**src/rtl/chs_pkg.sv**
```systemverilog
// Shared types and constants of the chained hash set.
`default_nettype none
package chs_pkg;

  localparam int KEY_W    = 31;
  localparam int HASH_BITS  = 4;
  localparam int HASH_STEPS = 8;
  localparam int KSHIFT_W   = HASH_BITS * HASH_STEPS;
  localparam int STEP_W     = $clog2(HASH_STEPS);

  localparam logic [1:0] CMD_INSERT = 2'd0;
  localparam logic [1:0] CMD_SEARCH = 2'd1;
  localparam logic [1:0] CMD_DELETE = 2'd2;

  localparam logic [1:0] ST_OK        = 2'd0;
  localparam logic [1:0] ST_NOT_FOUND = 2'd1;
  localparam logic [1:0] ST_FULL      = 2'd2;

  typedef enum logic [2:0] {
    S_CLEAR,
    S_IDLE,
    S_HASH,
    S_DISPATCH,
    S_INSERT,
    S_HEAD,
    S_NODE
  } state_t;

endpackage
`default_nettype wire

```
**src/rtl/chs_ram.sv**
```systemverilog
// Generic single-write, single-read RAM with registered read data.
`default_nettype none
module chs_ram #(
  parameter int WIDTH = 8,
  parameter int DEPTH = 16
) (
  input  wire logic                     clk,
  input  wire logic                     we,
  input  wire logic [$clog2(DEPTH)-1:0] waddr,
  input  wire logic [WIDTH-1:0]         wdata,
  input  wire logic [$clog2(DEPTH)-1:0] raddr,
  output logic      [WIDTH-1:0]         rdata
);

  logic [WIDTH-1:0] mem [DEPTH];

  always_ff @(posedge clk) begin
    if (we) begin
      mem[waddr] <= wdata;
    end
    rdata <= mem[raddr];
  end

endmodule
`default_nettype wire

```
**src/rtl/chained_hash_set.sv**
```systemverilog
// Top level of the chained hash set: sequencer, hash unit and node pool.
// A hash set of 31-bit keys with separate chaining over a pool of POOL_NODES
// nodes; the bucket is key modulo BUCKETS. After reset the block is busy
// while it clears the bucket heads. A word is taken when start is high and
// busy is low. The modulo unit then reduces four key bits per cycle, a
// dispatch state follows, and an insert finishes in the insert state (an
// insert into a full pool ends at dispatch with status FULL); a search or
// delete reads the bucket head and then walks the chain node by node, each
// step bound by the node memory read. The result shows on status and bucket
// with done high for exactly one cycle, right after the last working cycle.
// The receiver cannot stall; done is a one-cycle strobe.
`default_nettype none
module chained_hash_set
  import chs_pkg::*;
#(
  parameter int BUCKETS    = 16,
  parameter int POOL_NODES = 64
) (
  input  wire logic             clk,
  input  wire logic             rst,
  input  wire logic             start,
  output logic                  busy,
  input  wire logic [1:0]       command,
  input  wire logic [KEY_W-1:0] key,
  output logic                  done,
  output logic [1:0]            status,
  output logic [3:0]            bucket
);

  localparam int BW = $clog2(BUCKETS);
  localparam int NW = $clog2(POOL_NODES);
  localparam int LW = NW + 1;
  localparam int CW = $clog2(POOL_NODES + 1);
  localparam logic [BW:0]   BKT       = (BW+1)'(BUCKETS);
  localparam logic [BW-1:0] BKT_LAST  = BW'(BUCKETS - 1);
  localparam logic [CW-1:0] POOL_FULL = CW'(POOL_NODES);

  state_t            state, state_next;
  logic [BW-1:0]     clr_cnt, clr_cnt_next;
  logic [1:0]        cmd, cmd_next;
  logic [KEY_W-1:0]  key_q, key_q_next;
  logic [KSHIFT_W-1:0] kshift, kshift_next;
  logic [STEP_W-1:0] step, step_next;
  logic [BW-1:0]     rem, rem_next, rem_step;
  logic [CW-1:0]     free_count, free_count_next;
  logic [CW-1:0]     lowmark, lowmark_next;
  logic [NW-1:0]     cur, cur_next;
  logic [NW-1:0]     prev, prev_next;
  logic              from_head, from_head_next;
  logic              done_next;
  logic [1:0]        status_next;

  logic              head_we;
  logic [BW-1:0]     head_waddr, head_raddr;
  logic [LW-1:0]     head_wdata, head_rd;
  logic              key_we, link_we;
  logic [NW-1:0]     key_waddr, link_waddr, node_raddr;
  logic [KEY_W-1:0]  key_wdata, key_rd;
  logic [LW-1:0]     link_wdata, link_rd;
  logic              free_we;
  logic [NW-1:0]     free_waddr, free_raddr, free_wdata, free_rd;

  logic [CW-1:0]     pos_full;
  logic [NW-1:0]     pos;
  logic              fresh;
  logic [NW-1:0]     new_node;
  logic [LW-1:0]     lk;

  chs_ram #(.WIDTH(LW), .DEPTH(BUCKETS)) u_heads (
    .clk(clk), .we(head_we), .waddr(head_waddr), .wdata(head_wdata),
    .raddr(head_raddr), .rdata(head_rd)
  );

  chs_ram #(.WIDTH(KEY_W), .DEPTH(POOL_NODES)) u_keys (
    .clk(clk), .we(key_we), .waddr(key_waddr), .wdata(key_wdata),
    .raddr(node_raddr), .rdata(key_rd)
  );

  chs_ram #(.WIDTH(LW), .DEPTH(POOL_NODES)) u_links (
    .clk(clk), .we(link_we), .waddr(link_waddr), .wdata(link_wdata),
    .raddr(node_raddr), .rdata(link_rd)
  );

  chs_ram #(.WIDTH(NW), .DEPTH(POOL_NODES)) u_free (
    .clk(clk), .we(free_we), .waddr(free_waddr), .wdata(free_wdata),
    .raddr(free_raddr), .rdata(free_rd)
  );

  // reduce the next HASH_BITS key bits, most significant first
  always_comb begin
    logic [BW:0]   t;
    logic [BW-1:0] r;
    r = rem;
    for (int i = 0; i < HASH_BITS; i++) begin
      t = {r, kshift[KSHIFT_W-1-i]};
      if (t >= BKT) begin
        t = t - BKT;
      end
      r = t[BW-1:0];
    end
    rem_step = r;
  end

  assign pos_full = free_count - CW'(1);
  assign pos      = pos_full[NW-1:0];
  assign fresh    = (free_count <= lowmark);
  assign new_node = fresh ? pos : free_rd;
  assign lk       = (state == S_NODE) ? link_rd : head_rd;

  assign busy   = (state != S_IDLE);
  assign bucket = 4'(rem);

  always_ff @(posedge clk) begin
    if (rst) begin
      state      <= S_CLEAR;
      clr_cnt    <= '0;
      free_count <= POOL_FULL;
      lowmark    <= POOL_FULL;
      done       <= 1'b0;
    end else begin
      state      <= state_next;
      clr_cnt    <= clr_cnt_next;
      free_count <= free_count_next;
      lowmark    <= lowmark_next;
      done       <= done_next;
    end
  end

  always_ff @(posedge clk) begin
    cmd       <= cmd_next;
    key_q     <= key_q_next;
    kshift    <= kshift_next;
    step      <= step_next;
    rem       <= rem_next;
    cur       <= cur_next;
    prev      <= prev_next;
    from_head <= from_head_next;
    status    <= status_next;
  end

  always_comb begin
    state_next      = state;
    clr_cnt_next    = clr_cnt;
    cmd_next        = cmd;
    key_q_next      = key_q;
    kshift_next     = kshift;
    step_next       = step;
    rem_next        = rem;
    free_count_next = free_count;
    lowmark_next    = lowmark;
    cur_next        = cur;
    prev_next       = prev;
    from_head_next  = from_head;
    done_next       = 1'b0;
    status_next     = status;

    head_we    = 1'b0;
    head_waddr = rem;
    head_wdata = '0;
    head_raddr = rem;
    key_we     = 1'b0;
    key_waddr  = new_node;
    key_wdata  = key_q;
    link_we    = 1'b0;
    link_waddr = new_node;
    link_wdata = head_rd;
    node_raddr = lk[NW-1:0];
    free_we    = 1'b0;
    free_waddr = free_count[NW-1:0];
    free_wdata = cur;
    free_raddr = pos;

    case (state)
      S_CLEAR: begin
        head_we    = 1'b1;
        head_waddr = clr_cnt;
        if (clr_cnt == BKT_LAST) begin
          state_next = S_IDLE;
        end else begin
          clr_cnt_next = clr_cnt + BW'(1);
        end
      end
      S_IDLE: begin
        if (start) begin
          cmd_next    = command;
          key_q_next  = key;
          kshift_next = KSHIFT_W'(key);
          rem_next    = '0;
          step_next   = '0;
          state_next  = S_HASH;
        end
      end
      S_HASH: begin
        rem_next    = rem_step;
        kshift_next = kshift << HASH_BITS;
        step_next   = step + STEP_W'(1);
        if (step == STEP_W'(HASH_STEPS - 1)) begin
          state_next = S_DISPATCH;
        end
      end
      S_DISPATCH: begin
        from_head_next = 1'b1;
        case (cmd)
          CMD_INSERT: begin
            if (free_count == '0) begin
              status_next = ST_FULL;
              done_next   = 1'b1;
              state_next  = S_IDLE;
            end else begin
              state_next = S_INSERT;
            end
          end
          CMD_SEARCH, CMD_DELETE: begin
            state_next = S_HEAD;
          end
          default: begin
            status_next = ST_NOT_FOUND;
            done_next   = 1'b1;
            state_next  = S_IDLE;
          end
        endcase
      end
      S_INSERT: begin
        key_we          = 1'b1;
        link_we         = 1'b1;
        head_we         = 1'b1;
        head_wdata      = {1'b1, new_node};
        free_count_next = pos_full;
        if (fresh) begin
          lowmark_next = pos_full;
        end
        status_next = ST_OK;
        done_next   = 1'b1;
        state_next  = S_IDLE;
      end
      S_HEAD, S_NODE: begin
        if (state == S_NODE && key_rd == key_q) begin
          if (cmd == CMD_DELETE) begin
            if (from_head) begin
              head_we    = 1'b1;
              head_wdata = link_rd;
            end else begin
              link_we    = 1'b1;
              link_waddr = prev;
              link_wdata = link_rd;
            end
            if (free_count < POOL_FULL) begin
              free_we         = 1'b1;
              free_count_next = free_count + CW'(1);
            end
          end
          status_next = ST_OK;
          done_next   = 1'b1;
          state_next  = S_IDLE;
        end else begin
          if (state == S_NODE) begin
            prev_next      = cur;
            from_head_next = 1'b0;
          end
          if (!lk[NW]) begin
            status_next = ST_NOT_FOUND;
            done_next   = 1'b1;
            state_next  = S_IDLE;
          end else begin
            cur_next   = lk[NW-1:0];
            state_next = S_NODE;
          end
        end
      end
      default: begin
        state_next = S_IDLE;
      end
    endcase
  end

  a_done_idle: assert property (@(posedge clk) disable iff (rst) done |-> !busy)
    else $error("result strobe while busy");

  a_accept_busy: assert property (@(posedge clk) disable iff (rst)
    (start && !busy) |=> busy)
    else $error("accepted word did not start work");

  a_count_bound: assert property (@(posedge clk) disable iff (rst)
    free_count <= POOL_FULL)
    else $error("free count above pool size");

  a_lowmark: assert property (@(posedge clk) disable iff (rst)
    lowmark <= free_count)
    else $error("free stack low mark above free count");

endmodule
`default_nettype wire
```
**config.mk**
```make
export PLATFORM = sky130hd
export DESIGN_NAME = chained_hash_set
export DESIGN_NICKNAME = d
export VERILOG_FILES = /design/src/rtl/chs_pkg.sv /design/src/rtl/chs_ram.sv /design/src/rtl/chained_hash_set.sv
export SDC_FILE = /design/constraint.sdc
export NUM_CORES = 2
export LEC_CHECK = 0
export BUFFER_PORTS_ARGS = -buffer_cell sky130_fd_sc_hd__buf_2
export CORE_MARGIN = 2
export CORE_UTILIZATION = 57
export CTS_CLUSTER_DIAMETER = 100
export DETAILED_ROUTE_END_ITERATION = 8
export GPL_ROUTABILITY_DRIVEN = 0
export HOLD_SLACK_MARGIN = 0.02
export PLACE_DENSITY = 0.76
export SLEW_MARGIN = 20
export SYNTH_ARGS = -nofsm -noshare
export SYNTH_HDL_FRONTEND = slang
export SYNTH_SLANG_ARGS = --single-unit
```
**constraint.sdc**
```tcl
create_clock -name clk -period 5.18 [get_ports clk]
set_clock_uncertainty 0.15 [all_clocks]
set_input_delay 0.518 -clock clk [delete_from_list [all_inputs] [get_ports clk]]
set_output_delay 0.518 -clock clk [all_outputs]
set_load 0.05 [all_outputs]
```
==> impl_metrics.xml <==
<?xml version="1.0" encoding="UTF-8"?>
<metrics>
  <group name="run">
    <metric name="max_cap_viol_count" unit="">0</metric>
  </group>
  <group name="grt">
    <metric name="maximum_number_of_pins_on_one_net_before_global_route_repair" unit="">194</metric>
    <metric name="grtUsageTotal" unit="%">30.8</metric>
    <metric name="grt.overflow.total" unit="">0</metric>
    <metric name="initial_antenna_violation_count" unit="">19</metric>
    <metric name="grt_pass1_vias" unit="">71900</metric>
    <metric name="grt_first_pass_wirelength" unit="mm">487</metric>
  </group>
  <group name="worst_setup_path">
    <metric name="r2r_slack" unit="ns">0.28</metric>
    <metric name="worstPathMaxFanout" unit="">72</metric>
    <metric name="r2r-end" unit="">u_keys.rdata[2]$_DFF_P_</metric>
    <metric name="reg2reg_depth" unit="">10</metric>
    <metric name="criticalPathCategory" unit="">flop to flop</metric>
    <metric name="rr_startpoint" unit="">state[2]$_SDFFE_PP0P_</metric>
    <metric name="cp_data_arrival_time" unit="ns">5.53</metric>
    <metric name="crit_path_end_kind" unit="">flop</metric>
    <metric name="timing.critical_path.required" unit="ns">5.82</metric>
    <metric name="setup.worst_path.start_class" unit="">flop</metric>
  </group>
  <group name="logic_synthesis">
    <metric name="syn-num-nets" unit="">7947</metric>
    <metric name="post-synth-top-area-fraction" unit="%">75.1</metric>
    <metric name="netlist_top_cells_area" unit="">sky130_fd_sc_hd__edfxtp_1, sky130_fd_sc_hd__nand2_1, sky130_fd_sc_hd__mux2i_1</metric>
    <metric name="synth_seq_area_share" unit="%">76.4</metric>
    <metric name="synthArstFlopShare" unit="%">0</metric>
    <metric name="synth_top_area_cell" unit="">sky130_fd_sc_hd__edfxtp_1</metric>
    <metric name="warnings_synthesis" unit="">0</metric>
    <metric name="synthesis.area" unit="sq um">120000</metric>
    <metric name="ys.flop_type" unit="">sky130_fd_sc_hd__edfxtp_1</metric>
    <metric name="ys_types" unit="">70</metric>
    <metric name="synth_enable_flop_cells" unit="">3015</metric>
    <metric name="synth.most_common_cell" unit="">sky130_fd_sc_hd__edfxtp_1</metric>
    <metric name="postSynthCellCount" unit="">7895</metric>
    <metric name="synth_area_per_cell" unit="sq um">15.3</metric>
    <metric name="yosys-top-cells-count" unit="">sky130_fd_sc_hd__edfxtp_1, sky130_fd_sc_hd__nand2_1, sky130_fd_sc_hd__nand3_1, sky130_fd_sc_hd__mux2i_1, sky130_fd_sc_hd__a31oi_1</metric>
    <metric name="flip_flop_and_latch_count_after_synthesis" unit="">3088</metric>
  </group>
  <group name="worst_hold_path">
    <metric name="timing.hold.worst.start" unit="">key[10]</metric>
    <metric name="hold_path_class" unit="">input pin to flop</metric>
    <metric name="worstHoldEndpoint" unit="">key_q[10]$_DFFE_PP_</metric>
    <metric name="timing.hold.worst_path_depth" unit="">2</metric>
  </group>
  <group name="clock_network">
    <metric name="clock_latency_at_the_later_pin_of_the_worst_skew_pair" unit="ns">0.93</metric>
    <metric name="cts-hold-fix-buffers" unit="">35</metric>
    <metric name="cts_tree" unit="">done</metric>
    <metric name="cts.sink_count" unit="">3088</metric>
    <metric name="ctsHtreeMaxLevel" unit="">5</metric>
    <metric name="clock_tree.buffer_depth" unit="">4</metric>
    <metric name="clk_pin_slew_worst_paths" unit="ns">0.06</metric>
    <metric name="post-cts-setup-buffer-count" unit="">0</metric>
    <metric name="cts_inserted_buffers" unit="">315</metric>
    <metric name="postCtsResizedCells" unit="">0</metric>
    <metric name="cts_root_buf" unit="">sky130_fd_sc_hd__clkbuf_16</metric>
  </group>
  <group name="floorplan">
    <metric name="initial_utilization" unit="%">57.4</metric>
    <metric name="chipWidth" unit="um">464</metric>
    <metric name="number_of_rows_created_at_floorplan" unit="">168</metric>
    <metric name="chip_height" unit="um">464</metric>
    <metric name="fp.coreArea" unit="sq um">210000</metric>
    <metric name="dieArea" unit="sq um">215000</metric>
    <metric name="floorplan.io_pins" unit="">44</metric>
  </group>
  <group name="layout">
    <metric name="layout.cells.non_filler" unit="">11100</metric>
    <metric name="postLayoutCoreUtil" unit="%">64.6</metric>
    <metric name="postLayoutCellArea" unit="sq um">135000</metric>
    <metric name="areaGrowthSynthToFinish" unit="%">12.4</metric>
    <metric name="share_of_layout_cells_above_drive_strength_1" unit="%">12.6</metric>
    <metric name="fin_nets" unit="">8127</metric>
  </group>
  <group name="power">
    <metric name="power.share.clock" unit="%">39.5</metric>
    <metric name="power_density_over_the_cells" unit="nW/um^2">405</metric>
    <metric name="internal-power" unit="mW">41.6</metric>
    <metric name="vdd.ir_drop.worst" unit="V">0.000496</metric>
    <metric name="combinational_power_share" unit="%">9.6</metric>
    <metric name="share_seq_of_total_power" unit="%">50.8</metric>
    <metric name="power_leakage" unit="nW">44.2</metric>
    <metric name="switching_share" unit="%">24.3</metric>
    <metric name="p_switching" unit="mW">13.4</metric>
  </group>
  <group name="routing">
    <metric name="dr.first_iter.drc_count" unit="">13700</metric>
    <metric name="detail_route.vias_per_cell" unit="">6.70</metric>
    <metric name="dr_total_vias" unit="">74500</metric>
    <metric name="drc_violations" unit="">0</metric>
    <metric name="ant_nets" unit="">0</metric>
    <metric name="drt_pass1_iterations" unit="">9</metric>
    <metric name="routed_len_inst" unit="um">30.2</metric>
    <metric name="routed_wl" unit="mm">336</metric>
  </group>
  <group name="timing">
    <metric name="fmaxAchievable" unit="GHz">0.204</metric>
    <metric name="min_period_over_period" unit="%">94.6</metric>
    <metric name="min_period" unit="ns">4.90</metric>
    <metric name="setup_repair_after_global_routing_missed_its_margin" unit="">false</metric>
    <metric name="finalSetupViolCount" unit="">0</metric>
    <metric name="setup_slack" unit="ns">0.282</metric>
    <metric name="worst_slew_margin_rel" unit="%">26.6</metric>
    <metric name="slew_of_the_pin_with_the_lowest_slew_margin" unit="ns">1.10</metric>
    <metric name="timing.final.hold_violations" unit="">0</metric>
    <metric name="totalNegativeSetupSlack" unit="ns">0</metric>
    <metric name="slew_violations" unit="">0</metric>
  </group>
  <group name="placed_design">
    <metric name="placement_stage_worst_setup_slack" unit="ns">0.409</metric>
    <metric name="hpwlAfterDp" unit="mm">187</metric>
    <metric name="place.detailed.instances" unit="">10500</metric>
    <metric name="place_area" unit="sq um">125000</metric>
    <metric name="port_buffers" unit="">43</metric>
  </group>
  <group name="outcome">
    <metric name="run_status" unit="">completed</metric>
  </group>
</metrics>
-- critical path: stages (launching register included) --
cell and delay (ns):
sky130_fd_sc_hd__dfxtp_1 0.73, sky130_fd_sc_hd__nand3b_4 0.50, sky130_fd_sc_hd__a21oi_4 0.46, sky130_fd_sc_hd__inv_8 0.26
sky130_fd_sc_hd__nand2_4 0.75, sky130_fd_sc_hd__buf_12 0.35, sky130_fd_sc_hd__buf_4 0.33, sky130_fd_sc_hd__a21oi_1 0.06
sky130_fd_sc_hd__or4_1 0.40, sky130_fd_sc_hd__a31oi_1 0.55, sky130_fd_sc_hd__o31ai_1 0.13
-- per-stage QoR --
stage	total power, mW	hold WS (ns)
after floorplan	31.3	0.315
after global routing	56.1	0.170
after detailed placement	33.4	0.287
final	54.9	0.200
after CTS	54.7	0.149
after global placement	33.3	0.287
-- logic make-up after synthesis --
group | Yosys count | share of synthesized area [%]
AND/OR/NAND/NOR | 2790 | 9.92
flip-flops | 3088 | 76.4
adder cells (fa/ha/maj) | 16 | 0.166
multiplexers | 608 | 6.80
AO/OA/AOI/OAI | 828 | 4.63
buffers and inverters | 521 | 1.81
XOR/XNOR | 44 | 0.320
-- sequential cells by signal, indices dropped and copies added (netlist names), 7 cells and up --
register,count
free_count,7
key_q,31
kshift,32
lowmark,7
u_free.mem,384
u_heads.mem,112
u_heads.rdata,7
u_keys.mem,1984
u_keys.rdata,31
u_links.mem,448
u_links.rdata,7
-- routing by layer --
layer  track usage, %  share of wire (%)  vias to the layer above
met2             47.2                 46                     6282
met4             12.7                4.6                       16
li1                 -                  -                    30500
met3             8.04                 15                     1028
met5                0              0.029                        -
met1             42.5                 35                    36600
-- layout by cell type, fill, tap and decap left out, drive strengths merged, types with 14 or more instances in the layout --
cell / instances
nor2: 237
o22ai: 74
o221ai: 73
a31oi: 284
dfxtp: 73
clkinv: 106
nand2: 1749
a221o: 31
or4: 60
dlygate4sd3: 35
buf: 316
o31ai: 35
clkbuf: 413
and2: 14
mux2i: 401
nand3: 505
mux4: 161
o21ai: 19
mux2: 46
xnor2: 37
nand4: 98
nor4: 22
a21oi: 177
nor3: 38
bufinv: 19
inv: 40
a32oi: 65
ha: 16
a211oi: 23
edfxtp: 3015
-- final cells by class --
| type | count | area, sq um |
|---|---|---|
| Antenna cell | 6 | 15.0 |
| Timing Repair Buffer | 351 | 3030 |
| Sequential cell | 3088 | 92000 |
| Clock inverter | 136 | 1180 |
| Multi-Input combinational cell | 4286 | 27000 |
| Clock buffer | 413 | 8510 |
| Inverter | 33 | 144 |
| Fill cell | 14000 | 74300 |
| Tap cell | 2805 | 3510 |
-- power groups by stage --
| stage | clock (mW) | combinational (mW) | sequential (mW) |
|---|---|---|---|
| after floorplan | 0 | 3.07 | 28.2 |
| after global placement | 0 | 4.93 | 28.4 |
| after detailed placement | 0 | 5.04 | 28.4 |
| after CTS | 21.7 | 5.12 | 27.9 |
| after global routing | 22.7 | 5.50 | 27.9 |
| final | 21.7 | 5.29 | 27.9 |
-- worst max path at each step --
stage	from	end	slack, ns	depth (start not counted)
6_report	state[2]$_SDFFE_PP0P_	u_keys.rdata[2]$_DFF_P_	0.28	10
3_5_place_dp	state[2]$_SDFFE_PP0P_	u_keys.rdata[13]$_DFF_P_	0.41	9
3_3_place_gp	state[2]$_SDFFE_PP0P_	u_keys.rdata[24]$_DFF_P_	0.22	9
2_1_floorplan	free_count[0]$_SDFFE_PP0P_	u_keys.mem[57][0]$_DFFE_PP_	0.30	15
5_1_grt	state[2]$_SDFFE_PP0P_	u_keys.rdata[2]$_DFF_P_	0.23	10
4_1_cts	state[2]$_SDFFE_PP0P_	u_keys.rdata[13]$_DFF_P_	0.34	9
Power figures use the tool's default switching activity.
